**src/design/mmp_pkg.sv**
```systemverilog
// Shared types, constants and codes for the modular matrix power block.
// No dependencies; every other file of the block imports this package.
package mmp_pkg;

    localparam int unsigned MP_MAX_DIM    = 32;
    localparam int unsigned MP_IDX_W      = (MP_MAX_DIM > 1) ? $clog2(MP_MAX_DIM) : 1;
    localparam int unsigned MP_ADDR_W     = 2 * MP_IDX_W;

    localparam int unsigned VAL_W         = 31;
    localparam int unsigned ROWCOL_W      = 5;
    localparam int unsigned DIM_W         = 6;
    localparam int unsigned PROD_W        = 2 * VAL_W;
    localparam int unsigned BITS_PER_CELL = 2;
    localparam int unsigned N_CELLS       = PROD_W / BITS_PER_CELL;
    localparam int unsigned CFG_AW        = 4;
    localparam int unsigned DRAIN_CYC     = N_CELLS + 3;
    localparam int unsigned DRAIN_W       = $clog2(DRAIN_CYC + 1);

    // word operation codes
    localparam logic [1:0] OP_WRITE = 2'd0;
    localparam logic [1:0] OP_POWER = 2'd1;
    localparam logic [1:0] OP_READ  = 2'd2;

    // configuration register indexes
    localparam logic [1:0] REG_MODULUS   = 2'd0;
    localparam logic [1:0] REG_EXPONENT  = 2'd1;
    localparam logic [1:0] REG_DIMENSION = 2'd2;

    localparam logic [VAL_W-1:0] MOD_RESET = 31'd1000000007;
    localparam logic [VAL_W-1:0] EXP_RESET = 31'd1;
    localparam logic [DIM_W-1:0] DIM_RESET = 6'd24;

    typedef struct packed {
        logic valid;
        logic first;
        logic last;
    } mmp_tag_t;

    typedef struct packed {
        logic [VAL_W-1:0] modulus;
        logic [VAL_W-1:0] exponent;
        logic [DIM_W-1:0] dimension;
    } mmp_cfg_t;

    typedef enum logic [2:0] {
        ST_IDLE,
        ST_WR,
        ST_RD,
        ST_ROUND,
        ST_MUL,
        ST_DRAIN,
        ST_COPY,
        ST_COPY_END
    } mmp_state_t;

endpackage

```
**src/design/mmp_regs.sv**
```systemverilog
// APB-style configuration registers: modulus, exponent, dimension.
// Depends on mmp_pkg.
module mmp_regs import mmp_pkg::*;
(
    input  logic              clk,
    input  logic              rst_n,
    input  logic              psel,
    input  logic              penable,
    input  logic              pwrite,
    input  logic [CFG_AW-1:0] paddr,
    input  logic [31:0]       pwdata,
    output logic [31:0]       prdata,
    output logic              pready,
    output mmp_cfg_t          cfg
);

    mmp_cfg_t   cfg_reg;
    mmp_cfg_t   cfg_next;
    logic [1:0] reg_idx;

    assign reg_idx = paddr[CFG_AW-1:2];
    assign pready  = 1'b1;
    assign cfg     = cfg_reg;

    // decode write
    always_comb
    begin
        cfg_next = cfg_reg;
        if (psel && penable && pwrite)
        begin
            case (reg_idx)
                REG_MODULUS:   cfg_next.modulus   = pwdata[VAL_W-1:0];
                REG_EXPONENT:  cfg_next.exponent  = pwdata[VAL_W-1:0];
                REG_DIMENSION: cfg_next.dimension = pwdata[DIM_W-1:0];
                default:       cfg_next = cfg_reg;
            endcase
        end
    end

    always_ff @(posedge clk or negedge rst_n)
    begin
        if (!rst_n)
        begin
            cfg_reg.modulus   <= MOD_RESET;
            cfg_reg.exponent  <= EXP_RESET;
            cfg_reg.dimension <= DIM_RESET;
        end
        else
        begin
            cfg_reg <= cfg_next;
        end
    end

    // read back
    always_comb
    begin
        case (reg_idx)
            REG_MODULUS:   prdata = 32'(cfg_reg.modulus);
            REG_EXPONENT:  prdata = 32'(cfg_reg.exponent);
            REG_DIMENSION: prdata = 32'(cfg_reg.dimension);
            default:       prdata = '0;
        endcase
    end

endmodule

```
**config.mk**
```make
export PLATFORM = sky130hd
export DESIGN_NAME = mmp_regs
export DESIGN_NICKNAME = d
export VERILOG_FILES = /design/src/design/mmp_pkg.sv /design/src/design/mmp_regs.sv
export SDC_FILE = /design/constraint.sdc
export NUM_CORES = 1
export LEC_CHECK = 0
export ABC_AREA = 1
export BUFFER_PORTS_ARGS = -buffer_cell sky130_fd_sc_hd__buf_4
export CAP_MARGIN = 20
export CORE_UTILIZATION = 47
export DETAILED_ROUTE_END_ITERATION = 12
export PLACE_DENSITY = 0.88
export SLEW_MARGIN = 40
export SYNTH_ARGS = -nofsm -noshare
export SYNTH_HDL_FRONTEND = slang
export SYNTH_SLANG_ARGS = --single-unit
```
**constraint.sdc**
```tcl
create_clock -name clk -period 1.1 [get_ports clk]
set_input_delay 0.22 -clock clk [delete_from_list [all_inputs] [get_ports clk]]
set_output_delay 0.22 -clock clk [all_outputs]
set_load 0.05 [all_outputs]
```
==> metrics.txt <==
share of layout cells above drive strength 1=59.8%; Core ar.=6350 um^2; global-route wire length before repair=17,500 um; worst skew pair latency=0.34 ns; fin cells=677; Max Freq=678 MHz; port bufs=136; Worst path top cell family by delay=flip-flops; CP max FO=2; GR Overflow Total=0; Slew Limit Fails=0; Cell variety after synth=11; Bufs on Longest Clock Path=2; post-layout util=93.3%; sequential element share of the synthesized area=55.9%; syn avg cell area=7.51 um^2; CP max-delay cell=dfstp_2; Clock Sinks=68; violated checks=negative setup slack; max incr delay on CP=0.57 ns; Critical Path RT=0.88 ns; Post-Synthesis Cells=411; initial antenna violation count=0; #FFs+latches synth=68; HP Class=primary input to register; drt pass-1 iters=5; P_leak=3.03 nW; vias in the first global route=3,617; vias per cell=5.56; crit path DAT=1.26 ns; Max IR drop VDD=0.00167 V; CTS root buf=clkbuf_8; post-DR wirelength/cell=20.1 um; largest net degree at the start of global routing=29; number of max-cap violations=0; Crit. End Element=output port; H-tree Lvls=3; RSZ-0062 raised after global routing=true; CTS Buf Count=9; via count=3,766; Final Wtd Congestion=0.834; Die W=83.0 um; Area growth syn-to-layout=91.9%; synth warn=0; ANT nets after route=0; crit path cell chain=nand2_2 -> nand3_4 -> buf_8; die height=83.0 um; CTS tree=done; diode count=0; Detailed Route Iter0 Violations=335; post-route minimum period=1.48 ns; Overall Power=11.8 mW; Placed Instances=625; Overall Global Routing Usage=32.6%; clock-pin slew on the worst setup and hold paths=0.08 ns; Post-DP HPWL=6610 um; overall die area=6900 um^2; setup ws final=-0.375 ns; max reg flops=68; DRC violations left=0; synthesized area=3090 um^2; layout net count=636; Pwr Density=1990 nW/um^2; fin crit share=134%; Bufs and invs on worst path=1; syn_nets=452; Total Wirelength=13,600 um; Site Rows=29; skew final=0 ns; final hold viol count=0; # IOs=142; Final setup viols=99; Initial Util=48.6%; Critical Path Source Type=register; critical path class=register to output port; outcome=complete, but fails checks
-- through the flow --
stage                     TNS, ns  hold slack, ns  setup WS (ns)  cell area [um^2]
after global placement      -8.90          0.0850         -0.211              4680
after CTS                  -13.95          0.0821         -0.312              5500
after global routing       -18.27          0.0754         -0.395              5920
final                      -15.83          0.0909         -0.375              5920
after floorplan             -1.10         -0.0756        -0.0828              3430
after detailed placement   -10.87          0.0862         -0.227              4680
-- layer usage --
metal,wire length (um),GRT usage [%],part of all wire (%)
met5,0,0,0
met2,7140,58.3,52
met3,1110,6.06,8.2
met4,627,15.8,4.6
met1,4730,37.4,35
-- cell usage after synthesis (all sizes together) --
cell type | number | area, um^2
buf | 20 | 128
conb | 2 | 7.51
dfrtp | 49 | 1230
dfstp | 19 | 499
inv | 5 | 18.8
nand2 | 304 | 1140
nand3 | 7 | 35.0
nor2 | 5 | 28.8
-- worst min-delay path: stages --
cell,delay (ns)
buf_4,0.08
nand2_1,0.05
nand2_1,0.05
-- path summary, 6_finish.rpt --
| path | startpoint | endpoint | depth (start not counted) | slack (ns) |
|---|---|---|---|---|
| worst max-delay path | cfg[37] | prdata[0] | 3 | -0.38 |
| worst min-delay path | pwdata[7] | cfg[44] | 3 | 0.09 |
| worst max register to register | cfg[66] | cfg[66] | 5 | 0.07 |
| worst min register to register | cfg[61] | cfg[61] | 2 | 0.49 |
| max in group asynchronous | rst_n | cfg[38] | 3 | 0.30 |
| min in group asynchronous | rst_n | cfg[36] | 2 | 0.29 |
-- repair_timing --
action,CTS,global route
buffers inserted,8,21
pin swaps,24,13
gates resized for setup,166,32
hold endpoints to repair,49,0
endpoints found under the setup margin,99,99
cloned,0,6
hold buffers,1,0
-- power breakdown --
group	total [mW]	leakage [nW]	internal [mW]	switching (mW)
registers	3.86	0.760	3.20	0.664
logic	6.07	2.18	2.40	3.67
clock network	1.84	0.0844	0.879	0.959
total	11.8	3.03	6.47	5.29
-- cells in the final DEF, fill, tap and decap left out, drive strengths merged --
cell / netlist / final
nand2: 304 / 304
buf: 20 / 188
dfrtp: 49 / 49
dfstp: 19 / 19
clkbuf: 0 / 18
nand3: 7 / 7
nor2: 5 / 5
inv: 5 / 4
clkinv: 0 / 3
conb: 2 / 2
dlygate4sd3: 0 / 1
-- logic make-up (layout without fill, tap and decap cells) --
| family | after synthesis | in the layout | synth area share (%) |
|---|---|---|---|
| buffers and inverters | 25 | 214 | 4.74 |
| other | 2 | 2 | 0.243 |
| flip-flops | 68 | 68 | 55.9 |
| AND/OR/NAND/NOR | 316 | 316 | 39.1 |
-- final cells by class --
cell class / count / area (um^2)
inverters: 5 / 23.8
multi-input cells: 318 / 1570
repair buffers: 193 / 2280
well taps: 77 / 96.3
clock inverters: 2 / 10.0
fillers: 216 / 427
clock buffers: 14 / 153
flip-flops and latches: 68 / 1790
No activity file was read; power rests on OpenSTA's default activity.
